--- src/rtl/trm_pkg.sv ---
// Shared definitions for the tiny register machine execute unit.
// Holds field widths, operation and status codes, and the controller/datapath structs.
// No dependencies; imported by every other file in rtl/.
`default_nettype none

package trm_pkg;

    // Fixed field widths of one instruction item and one result item.
    localparam int OP_W       = 4;
    localparam int REGNUM_W   = 3;
    localparam int WORD_W     = 32;
    localparam int TARGET_W   = 10;
    localparam int STATUS_W   = 2;

    // Packed input item: operation, dest, first sel/reg/imm, second sel/reg/imm, target.
    localparam int IN_BITS    = OP_W + REGNUM_W + 2 * (1 + REGNUM_W + WORD_W) + TARGET_W;
    localparam int IN_TDATA_W = ((IN_BITS + 7) / 8) * 8;

    // Defaults for the top-level parameters.
    localparam int NUM_REGS_DEF = 8;
    localparam int INDEX_W_DEF  = 10;

    // Operation codes; anything above OP_LOAD is illegal.
    localparam logic [OP_W-1:0] OP_ADD  = 4'd0;
    localparam logic [OP_W-1:0] OP_SUB  = 4'd1;
    localparam logic [OP_W-1:0] OP_MUL  = 4'd2;
    localparam logic [OP_W-1:0] OP_DIV  = 4'd3;
    localparam logic [OP_W-1:0] OP_B    = 4'd4;
    localparam logic [OP_W-1:0] OP_BEQ  = 4'd5;
    localparam logic [OP_W-1:0] OP_BNE  = 4'd6;
    localparam logic [OP_W-1:0] OP_END  = 4'd7;
    localparam logic [OP_W-1:0] OP_LOAD = 4'd8;

    // Result status codes.
    localparam logic [STATUS_W-1:0] ST_OK       = 2'd0;
    localparam logic [STATUS_W-1:0] ST_DIV_ZERO = 2'd1;
    localparam logic [STATUS_W-1:0] ST_ILLEGAL  = 2'd2;

    // Commands from the controller to the datapath.
    typedef struct packed {
        logic load_item;
        logic read_regs;
        logic execute;
        logic finish;
    } t_ctrl_cmd;

    // Status from the datapath to the controller.
    typedef struct packed {
        logic div_run;
        logic div_done;
    } t_dp_sts;

endpackage

`default_nettype wire

--- src/rtl/tiny_register_machine_execute_unit.sv ---
// Top level of the tiny register machine execute unit.
// Depends on trm_pkg, trm_ctrl, trm_dpath (and trm_div below it).
//
// Usage: each item on the slave stream is one decoded instruction. It is executed against a
// file of NUM_REGS 32-bit registers and an INDEX_WIDTH-bit program index, and exactly one
// result item leaves on the master stream for every item taken in, in order.
// Sequence: each accepted item passes through register read, execute and finish, and its
// result is then offered. A division with a non-zero divisor adds a divide step between
// execute and finish, in which the divider produces one quotient bit per cycle. One item is
// worked on at a time; the next item can be accepted from the cycle after the previous one
// has been finished.
// The result sits in an output register, so a new item is taken in while an earlier result
// is still waiting for the receiver.
// When the receiver stalls, the finished result holds in the output register and the item
// being worked on waits in its finish step until the register is free; nothing is lost.
// Reset (synchronous, active low) clears the program index, marks every register as zero
// through per-entry valid bits, and empties the output register; no clearing pass is needed.
// Registers numbered at or above NUM_REGS read as zero and writes to them are dropped.
`default_nettype none

module tiny_register_machine_execute_unit
    import trm_pkg::*;
#(
    parameter int NUM_REGS    = NUM_REGS_DEF,
    parameter int INDEX_WIDTH = INDEX_W_DEF,
    localparam int OUT_BITS    = INDEX_WIDTH + 1 + REGNUM_W + WORD_W + STATUS_W,
    localparam int OUT_TDATA_W = ((OUT_BITS + 7) / 8) * 8
) (
    input  wire logic                   i_clk,
    input  wire logic                   i_rst_n,
    input  wire logic                   s_axis_tvalid,
    output logic                        s_axis_tready,
    // From bit 0 up: operation, dest_reg, first_is_immediate, first_reg, first_immediate,
    // second_is_immediate, second_reg, second_immediate, branch_target, zero padding.
    input  wire logic [IN_TDATA_W-1:0]  s_axis_tdata,
    output logic                        m_axis_tvalid,
    input  wire logic                   m_axis_tready,
    // From bit 0 up: next_index, reg_written, written_reg, written_value, status,
    // zero padding.
    output logic      [OUT_TDATA_W-1:0] m_axis_tdata
);

    // Input field positions within tdata.
    localparam int P_OP    = 0;
    localparam int P_DST   = P_OP + OP_W;
    localparam int P_AIS   = P_DST + REGNUM_W;
    localparam int P_AREG  = P_AIS + 1;
    localparam int P_AIMM  = P_AREG + REGNUM_W;
    localparam int P_BIS   = P_AIMM + WORD_W;
    localparam int P_BREG  = P_BIS + 1;
    localparam int P_BIMM  = P_BREG + REGNUM_W;
    localparam int P_TGT   = P_BIMM + WORD_W;

    t_ctrl_cmd cmd;
    t_dp_sts   sts;

    logic [INDEX_WIDTH-1:0] next_index;
    logic                   reg_written;
    logic [REGNUM_W-1:0]    written_reg;
    logic [WORD_W-1:0]      written_value;
    logic [STATUS_W-1:0]    status;

    trm_ctrl u_ctrl (
        .i_clk       (i_clk),
        .i_rst_n     (i_rst_n),
        .i_in_valid  (s_axis_tvalid),
        .o_in_ready  (s_axis_tready),
        .o_out_valid (m_axis_tvalid),
        .i_out_ready (m_axis_tready),
        .o_cmd       (cmd),
        .i_sts       (sts)
    );

    trm_dpath #(
        .NUM_REGS    (NUM_REGS),
        .INDEX_WIDTH (INDEX_WIDTH)
    ) u_dpath (
        .i_clk                 (i_clk),
        .i_rst_n               (i_rst_n),
        .i_cmd                 (cmd),
        .o_sts                 (sts),
        .i_operation           (s_axis_tdata[P_OP   +: OP_W]),
        .i_dest_reg            (s_axis_tdata[P_DST  +: REGNUM_W]),
        .i_first_is_immediate  (s_axis_tdata[P_AIS]),
        .i_first_reg           (s_axis_tdata[P_AREG +: REGNUM_W]),
        .i_first_immediate     (s_axis_tdata[P_AIMM +: WORD_W]),
        .i_second_is_immediate (s_axis_tdata[P_BIS]),
        .i_second_reg          (s_axis_tdata[P_BREG +: REGNUM_W]),
        .i_second_immediate    (s_axis_tdata[P_BIMM +: WORD_W]),
        .i_branch_target       (s_axis_tdata[P_TGT  +: TARGET_W]),
        .o_next_index          (next_index),
        .o_reg_written         (reg_written),
        .o_written_reg         (written_reg),
        .o_written_value       (written_value),
        .o_status              (status)
    );

    assign m_axis_tdata = OUT_TDATA_W'({status, written_value, written_reg, reg_written,
                                        next_index});

endmodule

`default_nettype wire

--- src/rtl/trm_div.sv ---
// Signed 32-bit divider, truncating toward zero, one quotient bit per cycle.
// Depends on trm_pkg for the word width.
`default_nettype none

module trm_div
    import trm_pkg::*;
(
    input  wire logic              i_clk,
    input  wire logic              i_rst_n,
    input  wire logic              i_start,
    input  wire logic [WORD_W-1:0] i_dividend,
    input  wire logic [WORD_W-1:0] i_divisor,
    output logic                   o_done,
    output logic      [WORD_W-1:0] o_quotient
);

    localparam int CNT_W = $clog2(WORD_W);
    localparam logic [CNT_W-1:0] LAST_STEP = CNT_W'(WORD_W - 1);

    logic              r_busy;
    logic [CNT_W-1:0]  r_cnt;
    logic [WORD_W-1:0] r_rem;
    logic [WORD_W-1:0] r_quo;
    logic [WORD_W-1:0] r_dvs;
    logic              r_neg;

    logic [WORD_W:0]   shifted;
    logic [WORD_W:0]   trial;
    logic              step_ok;

    // Restoring step: bring in the next dividend bit and try to subtract.
    assign shifted = {r_rem, r_quo[WORD_W-1]};
    assign trial   = shifted - {1'b0, r_dvs};
    assign step_ok = ~trial[WORD_W];

    always_ff @(posedge i_clk) begin
        if (!i_rst_n) begin
            r_busy <= 1'b0;
            r_cnt  <= '0;
        end else if (i_start) begin
            r_busy <= 1'b1;
            r_cnt  <= '0;
        end else if (r_busy) begin
            r_cnt <= r_cnt + CNT_W'(1);
            if (r_cnt == LAST_STEP) begin
                r_busy <= 1'b0;
            end
        end
    end

    always_ff @(posedge i_clk) begin
        if (i_start) begin
            r_rem <= '0;
            r_quo <= i_dividend[WORD_W-1] ? -i_dividend : i_dividend;
            r_dvs <= i_divisor[WORD_W-1] ? -i_divisor : i_divisor;
            r_neg <= i_dividend[WORD_W-1] ^ i_divisor[WORD_W-1];
        end else if (r_busy) begin
            r_rem <= step_ok ? trial[WORD_W-1:0] : shifted[WORD_W-1:0];
            r_quo <= {r_quo[WORD_W-2:0], step_ok};
        end
    end

    assign o_done     = r_busy && (r_cnt == LAST_STEP);
    assign o_quotient = r_neg ? -r_quo : r_quo;

endmodule

`default_nettype wire

--- src/rtl/trm_dpath.sv ---
// Datapath of the execute unit: item register, register file, ALU, divider, program index
// and result register. Depends on trm_pkg and trm_div.
`default_nettype none

module trm_dpath
    import trm_pkg::*;
#(
    parameter int NUM_REGS    = NUM_REGS_DEF,
    parameter int INDEX_WIDTH = INDEX_W_DEF
) (
    input  wire logic                   i_clk,
    input  wire logic                   i_rst_n,
    input  wire t_ctrl_cmd              i_cmd,
    output t_dp_sts                     o_sts,
    input  wire logic [OP_W-1:0]        i_operation,
    input  wire logic [REGNUM_W-1:0]    i_dest_reg,
    input  wire logic                   i_first_is_immediate,
    input  wire logic [REGNUM_W-1:0]    i_first_reg,
    input  wire logic [WORD_W-1:0]      i_first_immediate,
    input  wire logic                   i_second_is_immediate,
    input  wire logic [REGNUM_W-1:0]    i_second_reg,
    input  wire logic [WORD_W-1:0]      i_second_immediate,
    input  wire logic [TARGET_W-1:0]    i_branch_target,
    output logic      [INDEX_WIDTH-1:0] o_next_index,
    output logic                        o_reg_written,
    output logic      [REGNUM_W-1:0]    o_written_reg,
    output logic      [WORD_W-1:0]      o_written_value,
    output logic      [STATUS_W-1:0]    o_status
);

    localparam int RA_W  = $clog2(NUM_REGS);
    localparam int EXT_W = RA_W + REGNUM_W;
    localparam logic [EXT_W-1:0] REG_LIMIT = EXT_W'(NUM_REGS);
    localparam int TGT_EXT_W = INDEX_WIDTH + TARGET_W;

    function automatic logic reg_in_range(input logic [REGNUM_W-1:0] num);
        return EXT_W'(num) < REG_LIMIT;
    endfunction

    function automatic logic [RA_W-1:0] reg_addr(input logic [REGNUM_W-1:0] num);
        logic [EXT_W-1:0] ext;
        ext = EXT_W'(num);
        return ext[RA_W-1:0];
    endfunction

    // Latched instruction item.
    logic [OP_W-1:0]     r_op;
    logic [REGNUM_W-1:0] r_dst;
    logic                r_a_is_imm;
    logic [REGNUM_W-1:0] r_a_reg;
    logic [WORD_W-1:0]   r_a_imm;
    logic                r_b_is_imm;
    logic [REGNUM_W-1:0] r_b_reg;
    logic [WORD_W-1:0]   r_b_imm;
    logic [TARGET_W-1:0] r_target;

    // Register file with a valid bit per entry; an entry not yet written reads as zero.
    logic [WORD_W-1:0]   r_rf [NUM_REGS];
    logic [NUM_REGS-1:0] r_rf_valid;
    logic [WORD_W-1:0]   r_rd_a;
    logic [WORD_W-1:0]   r_rd_b;

    // Execute results.
    logic [WORD_W-1:0]   r_value;
    logic                r_wr_op;
    logic                r_branch;
    logic                r_div0;
    logic                r_illegal;
    logic                r_use_quo;
    logic [WORD_W-1:0]   n_value;
    logic                n_wr_op;
    logic                n_branch;
    logic                n_div0;
    logic                n_illegal;
    logic                n_use_quo;

    logic [INDEX_WIDTH-1:0] r_pc;

    logic [WORD_W-1:0]      op_a;
    logic [WORD_W-1:0]      op_b;
    logic                   div_done;
    logic [WORD_W-1:0]      quotient;
    logic                   fin_write;
    logic [WORD_W-1:0]      fin_value;
    logic [INDEX_WIDTH-1:0] fin_next;
    logic [STATUS_W-1:0]    fin_status;
    logic [TGT_EXT_W-1:0]   tgt_ext;
    logic [RA_W-1:0]        a_addr;
    logic [RA_W-1:0]        b_addr;
    logic [RA_W-1:0]        w_addr;

    always_ff @(posedge i_clk) begin
        if (i_cmd.load_item) begin
            r_op       <= i_operation;
            r_dst      <= i_dest_reg;
            r_a_is_imm <= i_first_is_immediate;
            r_a_reg    <= i_first_reg;
            r_a_imm    <= i_first_immediate;
            r_b_is_imm <= i_second_is_immediate;
            r_b_reg    <= i_second_reg;
            r_b_imm    <= i_second_immediate;
            r_target   <= i_branch_target;
        end
    end

    assign a_addr = reg_addr(r_a_reg);
    assign b_addr = reg_addr(r_b_reg);
    assign w_addr = reg_addr(r_dst);

    // Registered reads at the two operand addresses.
    always_ff @(posedge i_clk) begin
        if (i_cmd.read_regs) begin
            if (reg_in_range(r_a_reg) && r_rf_valid[a_addr]) begin
                r_rd_a <= r_rf[a_addr];
            end else begin
                r_rd_a <= '0;
            end
            if (reg_in_range(r_b_reg) && r_rf_valid[b_addr]) begin
                r_rd_b <= r_rf[b_addr];
            end else begin
                r_rd_b <= '0;
            end
        end
    end

    assign op_a = r_a_is_imm ? r_a_imm : r_rd_a;
    assign op_b = r_b_is_imm ? r_b_imm : r_rd_b;

    always_comb begin
        n_value   = '0;
        n_wr_op   = 1'b0;
        n_branch  = 1'b0;
        n_div0    = 1'b0;
        n_illegal = 1'b0;
        n_use_quo = 1'b0;
        unique case (r_op)
            OP_ADD: begin
                n_value = op_a + op_b;
                n_wr_op = 1'b1;
            end
            OP_SUB: begin
                n_value = op_a - op_b;
                n_wr_op = 1'b1;
            end
            OP_MUL: begin
                n_value = op_a * op_b;
                n_wr_op = 1'b1;
            end
            OP_DIV: begin
                n_div0    = (op_b == '0);
                n_wr_op   = (op_b != '0);
                n_use_quo = (op_b != '0);
            end
            OP_B: begin
                n_branch = 1'b1;
            end
            OP_BEQ: begin
                n_branch = (op_a == op_b);
            end
            OP_BNE: begin
                n_branch = (op_a != op_b);
            end
            OP_END: begin
                n_branch = 1'b0;
            end
            OP_LOAD: begin
                n_value = r_b_imm;
                n_wr_op = 1'b1;
            end
            default: begin
                n_illegal = 1'b1;
            end
        endcase
    end

    always_ff @(posedge i_clk) begin
        if (i_cmd.execute) begin
            r_value   <= n_value;
            r_wr_op   <= n_wr_op;
            r_branch  <= n_branch;
            r_div0    <= n_div0;
            r_illegal <= n_illegal;
            r_use_quo <= n_use_quo;
        end
    end

    assign o_sts.div_run  = (r_op == OP_DIV) && (op_b != '0);
    assign o_sts.div_done = div_done;

    trm_div u_div (
        .i_clk      (i_clk),
        .i_rst_n    (i_rst_n),
        .i_start    (i_cmd.execute && o_sts.div_run),
        .i_dividend (op_a),
        .i_divisor  (op_b),
        .o_done     (div_done),
        .o_quotient (quotient)
    );

    // Final result assembly.
    assign tgt_ext    = TGT_EXT_W'(r_target);
    assign fin_write  = r_wr_op && reg_in_range(r_dst);
    assign fin_value  = r_use_quo ? quotient : r_value;
    assign fin_next   = r_div0   ? r_pc :
                        r_branch ? tgt_ext[INDEX_WIDTH-1:0] :
                                   r_pc + INDEX_WIDTH'(1);
    assign fin_status = r_illegal ? ST_ILLEGAL :
                        r_div0    ? ST_DIV_ZERO : ST_OK;

    always_ff @(posedge i_clk) begin
        if (!i_rst_n) begin
            r_pc       <= '0;
            r_rf_valid <= '0;
        end else if (i_cmd.finish) begin
            r_pc <= fin_next;
            if (fin_write) begin
                r_rf_valid[w_addr] <= 1'b1;
            end
        end
    end

    always_ff @(posedge i_clk) begin
        if (i_cmd.finish && fin_write) begin
            r_rf[w_addr] <= fin_value;
        end
    end

    always_ff @(posedge i_clk) begin
        if (i_cmd.finish) begin
            o_next_index    <= fin_next;
            o_reg_written   <= fin_write;
            o_written_reg   <= fin_write ? r_dst : '0;
            o_written_value <= fin_write ? fin_value : '0;
            o_status        <= fin_status;
        end
    end

endmodule

`default_nettype wire

--- src/rtl/trm_ctrl.sv ---
// Controller of the execute unit: sequences one item through read, execute, divide (for a division) and finish,
// and owns the result valid flag. Depends on trm_pkg.
`default_nettype none

module trm_ctrl
    import trm_pkg::*;
(
    input  wire logic    i_clk,
    input  wire logic    i_rst_n,
    input  wire logic    i_in_valid,
    output logic         o_in_ready,
    output logic         o_out_valid,
    input  wire logic    i_out_ready,
    output t_ctrl_cmd    o_cmd,
    input  wire t_dp_sts i_sts
);

    typedef enum logic [2:0] {
        S_IDLE,
        S_READ,
        S_EXEC,
        S_DIV,
        S_FIN
    } t_state;

    t_state r_state;
    logic   r_out_valid;
    logic   out_free;

    assign out_free = !r_out_valid || i_out_ready;

    assign o_cmd.load_item = (r_state == S_IDLE) && i_in_valid;
    assign o_cmd.read_regs = (r_state == S_READ);
    assign o_cmd.execute   = (r_state == S_EXEC);
    assign o_cmd.finish    = (r_state == S_FIN) && out_free;

    assign o_in_ready  = (r_state == S_IDLE);
    assign o_out_valid = r_out_valid;

    always_ff @(posedge i_clk) begin
        if (!i_rst_n) begin
            r_state     <= S_IDLE;
            r_out_valid <= 1'b0;
        end else begin
            if (o_cmd.finish) begin
                r_out_valid <= 1'b1;
            end else if (i_out_ready) begin
                r_out_valid <= 1'b0;
            end
            unique case (r_state)
                S_IDLE: begin
                    if (i_in_valid) begin
                        r_state <= S_READ;
                    end
                end
                S_READ: begin
                    r_state <= S_EXEC;
                end
                S_EXEC: begin
                    r_state <= i_sts.div_run ? S_DIV : S_FIN;
                end
                S_DIV: begin
                    if (i_sts.div_done) begin
                        r_state <= S_FIN;
                    end
                end
                S_FIN: begin
                    if (out_free) begin
                        r_state <= S_IDLE;
                    end
                end
                default: begin
                    r_state <= S_IDLE;
                end
            endcase
        end
    end

    // A result is only committed into a free output slot.
    a_finish_free: assert property (@(posedge i_clk) disable iff (!i_rst_n)
        o_cmd.finish |-> (!r_out_valid || i_out_ready))
        else $error("result finished into an occupied output register");

    // The divider only completes while the controller waits for it.
    a_div_done_state: assert property (@(posedge i_clk) disable iff (!i_rst_n)
        i_sts.div_done |-> (r_state == S_DIV))
        else $error("divider completed outside the divide state");

    // A non-divide item goes straight from execute to finish.
    a_exec_to_fin: assert property (@(posedge i_clk) disable iff (!i_rst_n)
        (r_state == S_EXEC && !i_sts.div_run) |=> (r_state == S_FIN))
        else $error("non-divide item did not move to finish");

    // A new result only appears straight after the finish state.
    a_valid_from_fin: assert property (@(posedge i_clk) disable iff (!i_rst_n)
        $rose(r_out_valid) |-> ($past(r_state) == S_FIN))
        else $error("result valid raised outside finish");

endmodule

`default_nettype wire

--- config.mk ---
export PLATFORM = sky130hd
export DESIGN_NAME = tiny_register_machine_execute_unit
export DESIGN_NICKNAME = d
export VERILOG_FILES = /design/src/rtl/trm_pkg.sv /design/src/rtl/tiny_register_machine_execute_unit.sv /design/src/rtl/trm_div.sv /design/src/rtl/trm_dpath.sv /design/src/rtl/trm_ctrl.sv
export SDC_FILE = /design/constraint.sdc
export NUM_CORES = 2
export LEC_CHECK = 0
export ABC_AREA = 1
export BUFFER_PORTS_ARGS = -buffer_cell sky130_fd_sc_hd__buf_4
export CAP_MARGIN = 20
export CORE_MARGIN = 5
export CORE_UTILIZATION = 70
export CTS_BUF_LIST = sky130_fd_sc_hd__clkbuf_2 sky130_fd_sc_hd__clkbuf_4 sky130_fd_sc_hd__clkbuf_8
export DETAILED_ROUTE_END_ITERATION = 8
export PLACE_DENSITY = 0.86
export SYNTH_ARGS = -nofsm -noshare
export SYNTH_HDL_FRONTEND = slang
export SYNTH_HIERARCHICAL = 1
export SYNTH_SLANG_ARGS = --single-unit
--- constraint.sdc ---
create_clock -name i_clk -period 14.8 [get_ports i_clk]
set_input_delay 1.48 -clock i_clk [delete_from_list [all_inputs] [get_ports i_clk]]
set_output_delay 1.48 -clock i_clk [all_outputs]
set_load 0.05 [all_outputs]
* After elaboration in Yosys (flattened, before gate mapping)
Memory sizes are Yosys's and may differ from the RTL's. A register that Yosys moved wholly into a read port is not among the register bits.
Cells that the tools add are included.
** Cells by class
- Multiply operators :: 1
- Eq/ne operators :: 18
- $lt $le $gt $ge :: 4
- $add $sub $neg :: 8
- Multiplexer cells :: 34
- Bitwise operators :: 4
- Reduce and logical (&&, ||, !) cells :: 22
** Operators with widths (number)
- $mux 32 :: 8
- $pmux 32 s4 :: 1
- $neg 32->32 :: 3
- $sub 33x32->33 :: 1
- $add 32x32->32 :: 1
- $eq 32x32->1 :: 1
- $logic_not 32->1 :: 1
- $mul 32x32->32 :: 1
- $ne 32x32->1 :: 1
- $reduce_bool 32->1 :: 1
- $sub 32x32->32 :: 1
- $mux 31 :: 1
- $mux 10 :: 2
- $eq 4x3->1 const B :: 4
- $pmux 3 s5 :: 1
- $lt 3x4->1 const B :: 3
- $mux 1 :: 12
- $mux 3 :: 4
- $add 10x1->10 const B :: 1
- $reduce_or 9->1 :: 1
- $eq 4x2->1 const B :: 2
- $or 8x8->8 :: 1
- $logic_and 1x1->1 :: 7
- $bmux 1 s3 :: 2
- other kinds (24) :: 30
** Storage, ports and cells
- Word-level logic and storage cells :: 123
- Output and inout bits :: 50
- Input bits :: 100
- Bits in registers :: 299
- Memories :: 1
- RAM bits :: 256
** Memories
- u_dpath.r_rf :: words 8, width 32, rd ports 2, clocked after memory_dff 2, write ports 1, line trm_dpath.sv:58 : logic [WORD_W-1:0] r_rf [NUM_REGS];

* Depth between registers and ports, before layout
- Depth in word-level cells :: 6
- Depth in mapped cells :: 37
- Mapped depth without buffers :: 35

* By module
The synthesis kept the hierarchy.
** By module, submodules not included
- trm_dpath :: sequential area each 15194.6 um^2, instances 1, cells each 4991, area an instance 42414.4 um^2
- trm_div :: sequential area each 2712.6 um^2, instances 1, cells each 1455, area an instance 9173.8 um^2
- trm_ctrl :: sequential area each 80.1 um^2, instances 1, cells each 42, area an instance 267.8 um^2
- tiny_register_machine_execute_unit :: sequential area each 0.0 um^2, instances 1, cells each 1, area an instance 7.5 um^2

* Worst setup path after synthesis
No wires, ideal clock.
- Kind :: reg-to-reg
- Start point :: register u_dpath.r_b_is_imm
- End point :: register u_dpath.r_value[29], data pin
- Setup time :: 0.267 ns
- Clock period less this slack :: 7.221 ns
- Path buffers :: 4
- Required time :: 14.533 ns
- Arrival time :: 6.953 ns
- Path slack :: 7.579 ns
- Cell stages (with the launch flop) :: 30
- Cells stage by stage :: edfxtp_1 > buf_4 > buf_4 > nand2_1 > nand2_1 > clkbuf_1 > inv_1 > clkbuf_1 > nor2_1 > fa_1 > inv_1 > fa_1 > fa_1 > fa_1 > inv_1 > fa_1 > inv_1 > fa_1 > inv_1 > fa_1 > fa_1 > ha_1 > a21oi_1 > o21ai_0 > a21oi_1 > nand3_1 > a21oi_1 > o21ai_0 > o21ai_0 > nand4_1
** On the way
- Cells in the longest elaborated chain, start to end :: 3
- Elaborated cells between the ends (all ways) :: 5
- Those cells by class :: add/sub: 2; mul: 1; mux: 2
** Ends and longest elaborated chain
- from (decl) :: line trm_dpath.sv:52 : logic r_b_is_imm;
- from (signal assigned) :: line trm_dpath.sv:99 : r_b_is_imm <= i_second_is_immediate;
- $mux 32 (*) :: line trm_dpath.sv:127 : assign op_b = r_b_is_imm ? r_b_imm : r_rd_b;
- named net u_dpath.op_b[3] :: line trm_dpath.sv:80 : logic [WORD_W-1:0] op_b;
- $mul 32x32->32, or another cell as far along :: line trm_dpath.sv:146 : n_value = op_a * op_b;
- $pmux 32 s4 (*) :: line trm_dpath.sv:136 : unique case (r_op)
- named net u_dpath.n_value[29] :: line trm_dpath.sv:70 : logic [WORD_W-1:0] n_value;
- to (signal assigned) :: line trm_dpath.sv:178 : r_value <= n_value;
- to (decl) :: line trm_dpath.sv:64 : logic [WORD_W-1:0] r_value;
Mark *: on every way through the listed nets, which the timed path passes. The rest lies on a longest branch.
A chain may end at the register's enable or synchronous reset.

* Worst setup path in the final report
- Start point :: register u_dpath.r_b_is_imm
- End point :: register u_dpath.r_value[29], data pin
** On the way
- Cells in the longest elaborated chain, start to end :: 3
- Elaborated cells between the ends (all ways) :: 5
- Those cells by class :: add/sub: 2; mul: 1; mux: 2
** Ends and longest elaborated chain (line)
- $mux 32 (*) :: trm_dpath.sv:127
- $mul 32x32->32, or another cell as far along :: trm_dpath.sv:146
- $pmux 32 s4 (*) :: trm_dpath.sv:136
- named net u_dpath.n_value[29] :: trm_dpath.sv:70
Marks and branches as above.

==> impl_metrics.json <==
{
  "die_x_um": 282,
  "syn_nets": 7223,
  "largest_register_ffs": 256,
  "route.met2.wl_um": 76000,
  "hold_violations": 0,
  "overflow": 0,
  "fmax_mhz": 99.4,
  "num_io_pins": 150,
  "routed_wl_um": 183000,
  "dp_hpwl_um": 132000,
  "grt_max_degree": 102,
  "clk_pin_slew_ns": 0.07,
  "status": "complete, but fails checks",
  "drv_slew": 0,
  "fin_setup_tns_ns": 0,
  "wl_met1_um": 60600,
  "grt_pass1_vias": 46532,
  "dieArea_um2": 79600,
  "drtAntennaViolNets": 0,
  "synth_ff_type": "edfxtp_1",
  "initial_core_util_pct": 70.8,
  "yosysWarningCount": 6,
  "synth_seq_cells": 619,
  "cts_setup_buffers": 0,
  "yosysSeqAreaShare_pct": 34.7,
  "area_delta_synth_final_pct": 7.55,
  "gp_congestion": 1.07,
  "clock_skew_ns": 0.0762,
  "crit_arrival_ns": 10.52,
  "cts_resized": 0,
  "worstPathMaxFanout": 39,
  "vias": 48275,
  "cts_hold_buf": 0,
  "clock_sinks": 619,
  "top_layer_used": "met5",
  "cts_buffers": 98,
  "drt_iter0_drc": 8260,
  "tightest_slew_ns": 1.35,
  "cts_max_level": 3,
  "drive_above_1_share_pct": 7.55,
  "antenna_found_initial": 5,
  "async_reset_ff_share_pct": 0,
  "finalNetCount": 7286,
  "port_buffers": 142,
  "cp.required_ns": 15.26,
  "rsz0062_at_grt": "no",
  "syn-cell-area_um2": 51900,
  "violations": "design-rule violations",
  "cts_tree": "done",
  "critical_path_class": "reg -> reg",
  "yosysUniqueCellTypes": 58,
  "final_cell_mix": "nand2_1, inv_1, nor2_1, o21ai_0, edfxtp_1",
  "fin_crit_sh_pct": 68.0,
  "met3_length_um": 30600,
  "maxCapViolCount": 0,
  "clock_path_buffers": 3,
  "final.min_clock_period_ns": 10.06,
  "std_cell_rows": 99,
  "post_drt_wl_per_cell_um": 24.1,
  "grt_pass1_wl_um": 270000,
  "drc": 1,
  "core_um2": 73200,
  "start_kind": "flip-flop",
  "syn_inst": 6489,
  "endpoint_kind": "flip-flop",
  "synth_edf_count": 559,
  "detail_route.first_pass.iterations": 9,
  "relSlewSlack_pct": 9.81,
  "clk_latency_ns": 0.78,
  "setup_violations": 0,
  "regMostFlops": "u_dpath/r_rf",
  "grt_use_total_pct": 45.2,
  "hold_path_class": "reg -> reg",
  "via_per_inst": 6.36,
  "fp.dieH_um": 282,
  "cts_root_buffer": "clkbuf_8",
  "layout_commonest_cell": "nand2_1",
  "syn_area_per_cell_um2": 7.99
}
==> path summary, 6_finish.rpt <==
| path | startpoint | end | slack, ns | cells past startpoint |
|---|---|---|---|---|
| worst max-delay path | u_dpath/r_b_is_imm | u_dpath/r_value[29] | 4.74 | 25 |
| worst min-delay path | u_dpath/u_div/r_cnt[4] | u_dpath/u_div/r_cnt[4] | 0.47 | 2 |
| worst max register to register | u_dpath/r_b_is_imm | u_dpath/r_value[29] | 4.74 | 25 |
| worst min register to register | u_dpath/u_div/r_cnt[4] | u_dpath/u_div/r_cnt[4] | 0.47 | 2 |
==> area by class of cell <==
type                            count  area, µm²
Antenna cell                        1       2.50
Fill cell                        5160      17400
Sequential cell                   619      18000
Multi-Input combinational cell   4496      28700
Inverter                         1117       4190
Clock buffer                      133       1640
Timing Repair Buffer              220       1650
Clock inverter                     51        383
Tap cell                          959       1200
==> through the flow <==
step / cell area [µm²] / worst slack [ns] / utilization, % / instances / hold WS [ns]
detailed placement: 53700 / 5.32 / 73.4 / 7408 / 0.462
finish: 55800 / 4.74 / 76.2 / 7596 / 0.475
global placement: 53700 / 5.39 / 73.4 / 7408 / 0.450
global route: 55800 / 4.35 / 76.2 / 7595 / 0.501
CTS: 55800 / 5.28 / 76.2 / 7592 / 0.475
floorplan: 51900 / 7.58 / - / 6489 / 0.427
==> cells by family (layout without fill, tap and decap cells) <==
family,after synthesis,after routing,synth area share [%]
simple gates,2657,2657,20.8
buf+inv,1374,1521,10.2
compound gates,1083,1083,11.0
fa+ha+maj,634,634,21.2
flops,619,619,34.7
xor+xnor,122,122,2.06
other cells,0,1,0
==> critical path: stages (launching register included) <==
cell	delay (ns)
edfxtp_1	0.35
buf_4	0.28
inv_2	0.68
nand2_1	0.15
nand2_1	0.59
inv_1	0.62
nor2_1	0.30
fa_1	0.44
inv_1	0.08
fa_1	0.43
fa_1	0.52
fa_1	0.56
inv_1	0.05
fa_1	0.49
fa_1	0.50
fa_1	0.59
fa_1	0.50
ha_1	0.37
a21oi_1	0.27
o21ai_0	0.14
a21oi_1	0.33
nand3_1	0.20
a21oi_1	0.22
o21ai_0	0.13
o21ai_0	0.74
nand4_1	0.18
==> Yosys cell counts (47+ instances only) <==
cell type / count / area, µm²
nand2_1: 1551 / 5820
inv_1: 1087 / 4080
nor2_1: 700 / 2630
o21ai_0: 604 / 3020
edfxtp_1: 559 / 16800
fa_1: 411 / 8230
a21oi_1: 360 / 1800
ha_1: 223 / 2790
clkbuf_1: 201 / 754
nand3_1: 193 / 966
xor2_1: 80 / 701
dfxtp_1: 60 / 1200
nor3_1: 54 / 270
nand4_1: 47 / 294
==> routing by layer <==
layer	global-route usage, %	up-vias
met1	56.0	22253
met4	28.1	16
li1	-	20730
met5	1.19	-
met3	18.1	1071
met2	66.7	4205
Power is left out: the tool's default activity adds up to more than one toggle a clock period on the data nets, which glitch-free logic cannot reach.
